<file path="config.mk">
export PLATFORM = sky130hd
export DESIGN_NAME = tpc_cfg_calc
export DESIGN_NICKNAME = d
export VERILOG_FILES = /design/src/hw/rtl/tpc_pkg.sv /design/src/hw/rtl/tpc_cfg_calc.sv
export SDC_FILE = /design/constraint.sdc
export NUM_CORES = 2
export LEC_CHECK = 0
export BUFFER_PORTS_ARGS = -buffer_cell sky130_fd_sc_hd__buf_2
export CAP_MARGIN = 0
export CORE_MARGIN = 1.5
export CORE_UTILIZATION = 35
export DETAILED_ROUTE_END_ITERATION = 10
export HOLD_SLACK_MARGIN = 0.06
export PLACE_DENSITY = 0.62
export SLEW_MARGIN = 20
export SYNTH_ARGS = -nofsm -noshare
export SYNTH_HDL_FRONTEND = slang
export SYNTH_SLANG_ARGS = --single-unit
</file>
<file path="constraint.sdc">
create_clock -name aclk -period 12.84 [get_ports aclk]
set_input_delay 1.926 -clock aclk [delete_from_list [all_inputs] [get_ports aclk]]
set_output_delay 1.926 -clock aclk [all_outputs]
set_load 0.02 [all_outputs]
</file>
<file path="src/hw/rtl/tpc_pkg.sv">
// Shared constants, register codes and types of the thruster position controller.
package tpc_pkg;

    localparam int FRAC_BITS_DEF = 16;

    localparam int REG_IDX_W = 3;
    localparam int ADDR_W    = 5;

    localparam logic [REG_IDX_W-1:0] REG_TARGET_X      = 3'd0;
    localparam logic [REG_IDX_W-1:0] REG_TARGET_Y      = 3'd1;
    localparam logic [REG_IDX_W-1:0] REG_THRUST_FORCE  = 3'd2;
    localparam logic [REG_IDX_W-1:0] REG_GRAVITY_ACCEL = 3'd3;
    localparam logic [REG_IDX_W-1:0] REG_BODY_MASS     = 3'd4;
    localparam logic [REG_IDX_W-1:0] REG_GAIN          = 3'd5;
    localparam logic [REG_IDX_W-1:0] REG_DAMPING       = 3'd6;
    localparam logic [REG_IDX_W-1:0] REG_TOLERANCE     = 3'd7;

    localparam logic [31:0] RST_TARGET_X      = 32'd0;
    localparam logic [31:0] RST_TARGET_Y      = 32'd0;
    localparam logic [30:0] RST_THRUST_FORCE  = 31'd1310720;
    localparam logic [31:0] RST_GRAVITY_ACCEL = 32'hFFF60000;
    localparam logic [30:0] RST_BODY_MASS     = 31'd65536;
    localparam logic [30:0] RST_GAIN          = 31'd262144;
    localparam logic [30:0] RST_DAMPING       = 31'd26214;
    localparam logic [30:0] RST_TOLERANCE     = 31'd6554;

    typedef enum logic [2:0] {
        CFG_IDLE,
        CFG_MUL,
        CFG_DIV_A,
        CFG_LOAD_H,
        CFG_DIV_H,
        CFG_FIN
    } cfg_state_t;

    typedef struct packed {
        logic busy;
        logic up_neg;
        logic dn_neg;
    } tpc_cfg_flags_t;

endpackage

</file>
<file path="src/hw/rtl/tpc_cfg_calc.sv">
// Derived constants from the force, mass and gravity registers, via a shared serial divider.
module tpc_cfg_calc #(
    parameter int FB = tpc_pkg::FRAC_BITS_DEF
) (
    input  logic                   aclk,
    input  logic                   aresetn,
    input  logic                   start,
    input  logic [30:0]            force_in,
    input  logic [30:0]            mass_in,
    input  logic signed [31:0]     grav_in,
    output logic [FB+31:0]         thr_x,
    output logic [FB+31:0]         thr_up,
    output logic [FB+31:0]         thr_dn,
    output logic signed [63:0]     hover,
    output tpc_pkg::tpc_cfg_flags_t flags
);
    localparam int ALW = 31 + FB;
    localparam int XW  = ALW + 1;
    localparam int DVW = (ALW > 63) ? ALW : 63;
    localparam int CW  = $clog2(DVW);
    localparam int SW  = ALW + 2;

    tpc_pkg::cfg_state_t state_reg, state_next;

    logic [30:0]        f_eff, m_eff;
    logic signed [63:0] gm_reg;
    logic [DVW-1:0]     quo_reg;
    logic [30:0]        rem_reg, div_reg;
    logic [CW-1:0]      cnt_reg;
    logic [ALW-1:0]     acc_reg;
    logic [XW-1:0]      thr_x_reg, thr_up_reg, thr_dn_reg;
    logic signed [63:0] hover_reg;
    logic               up_neg_reg, dn_neg_reg;

    logic [31:0]        trial;
    logic               ge;
    logic [30:0]        rem_next;
    logic [DVW-1:0]     quo_next;
    logic               last_step;
    logic               busy;
    logic [62:0]        gm_mag;
    logic signed [SW-1:0] acc_s, grav_s, xu, xd;

    assign f_eff = (force_in == 31'd0) ? 31'd1 : force_in;
    assign m_eff = (mass_in == 31'd0) ? 31'd1 : mass_in;

    assign trial     = {rem_reg, quo_reg[DVW-1]};
    assign ge        = trial >= {1'b0, div_reg};
    assign rem_next  = ge ? 31'(trial - {1'b0, div_reg}) : trial[30:0];
    assign quo_next  = {quo_reg[DVW-2:0], ge};
    assign last_step = cnt_reg == CW'(DVW - 1);
    assign gm_mag    = gm_reg[63] ? 63'(-gm_reg) : gm_reg[62:0];

    assign acc_s  = $signed({2'b00, acc_reg});
    assign grav_s = SW'(grav_in);
    assign xu     = acc_s + grav_s;
    assign xd     = acc_s - grav_s;

    always_comb begin
        state_next = state_reg;
        case (state_reg)
            tpc_pkg::CFG_IDLE:   state_next = tpc_pkg::CFG_IDLE;
            tpc_pkg::CFG_MUL:    state_next = tpc_pkg::CFG_DIV_A;
            tpc_pkg::CFG_DIV_A:  if (last_step) state_next = tpc_pkg::CFG_LOAD_H;
            tpc_pkg::CFG_LOAD_H: state_next = tpc_pkg::CFG_DIV_H;
            tpc_pkg::CFG_DIV_H:  if (last_step) state_next = tpc_pkg::CFG_FIN;
            tpc_pkg::CFG_FIN:    state_next = tpc_pkg::CFG_IDLE;
            default:             state_next = tpc_pkg::CFG_IDLE;
        endcase
        if (start) state_next = tpc_pkg::CFG_MUL;
    end

    always_comb begin
        case (state_reg)
            tpc_pkg::CFG_IDLE: busy = 1'b0;
            default:           busy = 1'b1;
        endcase
    end

    always_ff @(posedge aclk) begin
        if (!aresetn) begin
            state_reg <= tpc_pkg::CFG_MUL;
        end else begin
            state_reg <= state_next;
        end
    end

    always_ff @(posedge aclk) begin
        case (state_reg)
            tpc_pkg::CFG_MUL: begin
                gm_reg  <= -(grav_in * $signed({1'b0, m_eff}));
                quo_reg <= DVW'({f_eff, {FB{1'b0}}});
                div_reg <= m_eff;
                rem_reg <= 31'd0;
                cnt_reg <= '0;
            end
            tpc_pkg::CFG_DIV_A, tpc_pkg::CFG_DIV_H: begin
                quo_reg <= quo_next;
                rem_reg <= rem_next;
                cnt_reg <= cnt_reg + CW'(1);
            end
            tpc_pkg::CFG_LOAD_H: begin
                acc_reg <= quo_reg[ALW-1:0];
                quo_reg <= DVW'(gm_mag);
                div_reg <= f_eff;
                rem_reg <= 31'd0;
                cnt_reg <= '0;
            end
            tpc_pkg::CFG_FIN: begin
                hover_reg  <= gm_reg[63] ? -$signed(64'(quo_reg)) : $signed(64'(quo_reg));
                thr_x_reg  <= XW'(acc_reg) + XW'(1);
                thr_up_reg <= XW'(xu + SW'(1));
                thr_dn_reg <= XW'(xd + SW'(1));
                up_neg_reg <= xu[SW-1];
                dn_neg_reg <= xd[SW-1];
            end
            default: begin
            end
        endcase
    end

    assign thr_x        = thr_x_reg;
    assign thr_up       = thr_up_reg;
    assign thr_dn       = thr_dn_reg;
    assign hover        = hover_reg;
    assign flags.busy   = busy;
    assign flags.up_neg = up_neg_reg;
    assign flags.dn_neg = dn_neg_reg;

endmodule

</file>
Word level (Yosys, flattened, before mapping)
Cells that the tools add are included.
{ "classes": {"eq_ne": 8, "addsub": 10, "n_bitwise": 1, "n_mux": 13, "mul": 1, "reduce_logical": 10, "n_lt_le_gt_ge": 1} }
{ "ops": {"columns": ["operator", "count"], "rows": [
  ["case mux 63 bit (3 select lines)", 1],
  ["two-way mux 63 bit", 2],
  ["case mux 31 bit (2 select lines)", 2],
  ["adder 48 x 2 -> 48 bit, second input constant", 2],
  ["two-way mux 31 bit", 3],
  ["multiplier 32 x 32 -> 64 bit", 1],
  ["negator 63 -> 64 bit", 1],
  ["negator 64 bit", 1],
  ["negator 63 bit", 1],
  ["zero test 31 bit", 2],
  ["adder 48 x 32 -> 49 bit", 1],
  ["subtractor 48 x 32 -> 49 bit", 1],
  ["adder 47 x 1 -> 48 bit, second input constant", 1],
  ["greater-or-equal comparator 32 x 31 -> 1 bit", 1],
  ["subtractor 31 bit", 1],
  ["case mux 3 bit (4 select lines)", 1],
  ["case mux 6 bit (2 select lines)", 1],
  ["adder 6 x 1 -> 6 bit, second input constant", 1],
  ["== test 3 x 2 -> 1 bit, second input constant", 2],
  ["== test 3 bit, second input constant", 2],
  ["== test 6 bit, second input constant", 1],
  ["two-way mux 3 bit", 2],
  ["OR reduction 2 bit", 3],
  ["inequality test 2 bit, second input constant", 2],
  ["other kinds (7)", 8]
]} }
{ "word_totals": {"word_cells": 58, "output_inout_bits": 211, "input_bits": 97, "ff_bits": 455} }

Logic depth before layout (Yosys ltp)
{ "logic_depth": {"depth_word": 4, "depth_mapped": 34, "ltp_nobuf": 32} }

Worst setup path after synthesis
No wires, ideal clock.
{ "synth_path": {"kind": "input port to flip-flop", "start": "input port mass_in[23]", "end": "register gm_reg[59], data pin", "n_path_buf": 3, "arrival_time_ps": 10402, "setup_time_ps": 261, "path_slack_ps": 2177, "required_time_ps": 12579, "cell_stages": 29, "cell_sequence": "clkbuf_1 nor4_1 nand4_1 o21bai_1 clkbuf_1 nand2_1 fa_1 inv_1 fa_1 fa_1 fa_1 inv_1 fa_1 fa_1 fa_1 inv_1 fa_1 inv_1 ha_1 clkbuf_1 a21o_1 a21o_1 nor4_1 a21oi_1 o41ai_1 nor2_1 nor2b_1 nor4b_1 a311o_1"} }
{ "synth_between": {"elab_chain_len": 4} }
{ "synth_rtl": {"columns": ["element", "line", "text"], "rows": [
  ["from (decl)", "tpc_cfg_calc.sv:9", "input logic [30:0] mass_in,"],
  ["zero test 31 bit", "tpc_cfg_calc.sv:45", "assign m_eff = (mass_in == 31'd0) ? 31'd1 : mass_in;"],
  ["two-way mux 31 bit (*)", "tpc_cfg_calc.sv:45", null],
  ["multiplier 32 x 32 -> 64 bit (*)", "tpc_cfg_calc.sv:91", "gm_reg <= -(grav_in * $signed({1'b0, m_eff}));"],
  ["negator 64 bit (*)", "tpc_cfg_calc.sv:91", null],
  ["to (signal assigned)", "tpc_cfg_calc.sv:91", null],
  ["to (decl)", "tpc_cfg_calc.sv:26", "logic signed [63:0] gm_reg;"]
]} }
Mark *: on every way between the ends. The rest lies on a longest branch, timed or not.
A chain may end at the register's enable or synchronous reset.

Worst setup path in the final report
{ "layout_path": {"start": "input port mass_in[2]", "end": "register gm_reg[60], data pin"} }
The elaborated chain is that of the path after synthesis.

==> reports/results.txt <==
Grt met3 use - 3.52%
Clock sink total - 454
Post-DR vias/cell - 5.19
First-pass GRT wire length - 309 mm
Syn Inst Count - 6750
Syn nets - 8274
Tcrit/Tclk final - 85.0%
Synth cell types - 93
Max Freq - 0.0917 GHz
Rows - 157
Tmin final - 10.91 ns
Crit path capture type - flip-flop
Cell family with most CP delay - adder cells
Max_cap viols - 0
Worst-margin pin slew - 1.23 ns
Routed WL per cell - 21.7 um
Hold buffer count at CTS - 0
Busiest grt layer - met2
Aggregate global-route resource usage - 21.7%
Num ports - 308
Grt ovf - 0
Initial antenna violation count - 29
CTS root buf - clkbuf_16
Initial drt markers - 3993
Hold crit path type - flip-flop to flip-flop
Hold Vio Cnt, Final - 0
Count leader, synth - inv_1
Layout area overhead - 8.67%
Buffers on Ports - 307
Dpl hpwl - 159 mm
Crit-path most repeated cell - fa_1
Die area - 188000 um^2
CTS buffer count - 47
Final nets - 8395
CP arrival - 11.29 ns
Status - finished, final reports clean
Worst Path Required - 13.22 ns
Worst Path Max Fanout - 32
Most used DFF post-synth - edfxtp_1
Skew-Pair Late Insertion Delay - 0.63 ns
Pin count of the biggest net entering global routing - 85
Synth cell count leaders - 1288 x inv_1, 1046 x fa_1, 765 x nand2_1, 474 x and2_1, 451 x edfxtp_1
Met2 global-route usage - 34.8%
Fin. max-slew vios - 0
Crit path kind - primary input to flip-flop
Synth Cell Area - 64700 um^2
Yosys Warn Count - 0
Placed cell areas - 68800 um^2
CTS resizes - 0
Vias in the first global route - 50400
GPL Wtd Cong - 0.924
Worst path bufs/invs - 7
Cell taking the most area after synthesis - fa_1
Core area - 183000 um^2
CTS tree - built
Clock-pin slew of the registers on the worst-case setup and hold paths - 0.06 ns
Via count - 48700
RSZ-0062 raised after global routing - no
Worst setup SP type - primary input
Total Wirelength - 203 mm
Setup TNS - 0 ns
Setup Buffers After CTS - 0
Clock skew - 0.0574 ns
Worst stage delay on the critical path - 0.57 ns
Bufs on Longest Clock Path - 3
Layout cells sized above 1 - 7.76%
FF+latch count, synth - 454
Fraction of registers with async set/reset - 0%
DRC - 0
Met1 GRT Util - 29.0%
Design area - 70300 um^2
Die height - 433 um
Share of the synthesized area in the top cell type - 32.4%
Worst-path cell with the longest stage delay - fa_1
Drt pass-1 iters - 8
Initial core utilization - 35.3%
Width of the die - 433 um
Post-synthesis sequential area ratio - 21.0%
Final-report setup violation count - 0
Post-DRT Antenna Nets - 0
H-tree depth - 2
EDFF count, synth - 451
Worst slew margin - 17.8%
Top cells by area, synth - fa_1 32%, edfxtp_1 21%, inv_1 7.5%
Syn avg cell area - 9.59 um^2
## area by class of cell
cell class,count,area [um^2]
Antenna cell,10,25.0
Sequential cell,454,13600
Clock buffer,54,1200
Multi-Input combinational cell,4689,45100
Fill cell,18300,113000
Tap cell,2464,3080
Inverter,1292,4850
Clock inverter,32,320
Timing Repair Buffer,387,2140
## cell families (layout without fill, tap and decap cells)
kind of cell	Yosys count	count (layout)	synth area share [%]
DFF	454	454	21.0
buffers and inverters	1607	1765	9.37
muxes	41	41	0.696
adders and majority gates	1427	1427	39.7
AOI/OAI and AO/OA	813	813	8.07
xor gates and xnor gates	438	438	5.95
other	0	10	0
and+or+nand+nor	1970	1970	15.2
## per-layer routing
metal,part of all wire (%),wire length (um)
met4,4.5,9210
met1,42,85000
met3,7.9,16100
met2,46,93100
met5,0.0034,7
## cells in the final DEF (no fill, tap or decap), types with 10 or more instances in the layout
| cell type | n |
|---|---|
| or4_1 | 35 |
| o21bai_1 | 39 |
| inv_1 | 1286 |
| a22oi_1 | 33 |
| buf_2 | 307 |
| and2_1 | 474 |
| o21ai_1 | 13 |
| a21o_1 | 68 |
| a2111oi_0 | 13 |
| nand2b_1 | 34 |
| a21oi_1 | 224 |
| or2_2 | 12 |
| o211ai_1 | 14 |
| nand3_1 | 75 |
| and4_1 | 11 |
| o21a_1 | 23 |
| xor2_1 | 153 |
| ha_1 | 381 |
| nor3_1 | 69 |
| o21ai_0 | 188 |
| a211oi_1 | 21 |
| xnor2_1 | 282 |
| diode_2 | 10 |
| clkinv_1 | 11 |
| nand2_1 | 764 |
| nor4_1 | 43 |
| nor2_1 | 246 |
| and3_1 | 16 |
| buf_4 | 80 |
| o31ai_1 | 57 |
| a31oi_1 | 21 |
| or3_1 | 37 |
| fa_1 | 1046 |
| nor2b_1 | 38 |
| mux2_2 | 32 |
| clkbuf_16 | 47 |
| nand3b_1 | 11 |
| o41ai_1 | 24 |
| nand4_1 | 55 |
| edfxtp_1 | 451 |
## worst paths after layout
check	cells past startpoint	start	slack, ns	endpoint
min	0	quo_reg[1]	0.54	acc_reg[1]
min reg2reg	0	quo_reg[1]	0.54	acc_reg[1]
max reg2reg	13	acc_reg[12]	7.14	thr_up[47]
max	32	mass_in[2]	1.93	gm_reg[60]
## per-stage QoR
step,hold slack [ns],utilization [%],setup WS (ns),std cells
CTS,0.543,38.3,1.92,9372
finish,0.544,38.3,1.93,9382
global placement,0.519,37.5,1.35,9286
floorplan,0.450,-,2.18,6750
detailed placement,0.531,37.5,1.29,9286
global route,0.550,38.3,1.53,9380
Power is left out: the tool's default activity adds up to more than one toggle a clock period on the data nets, which glitch-free logic cannot reach.
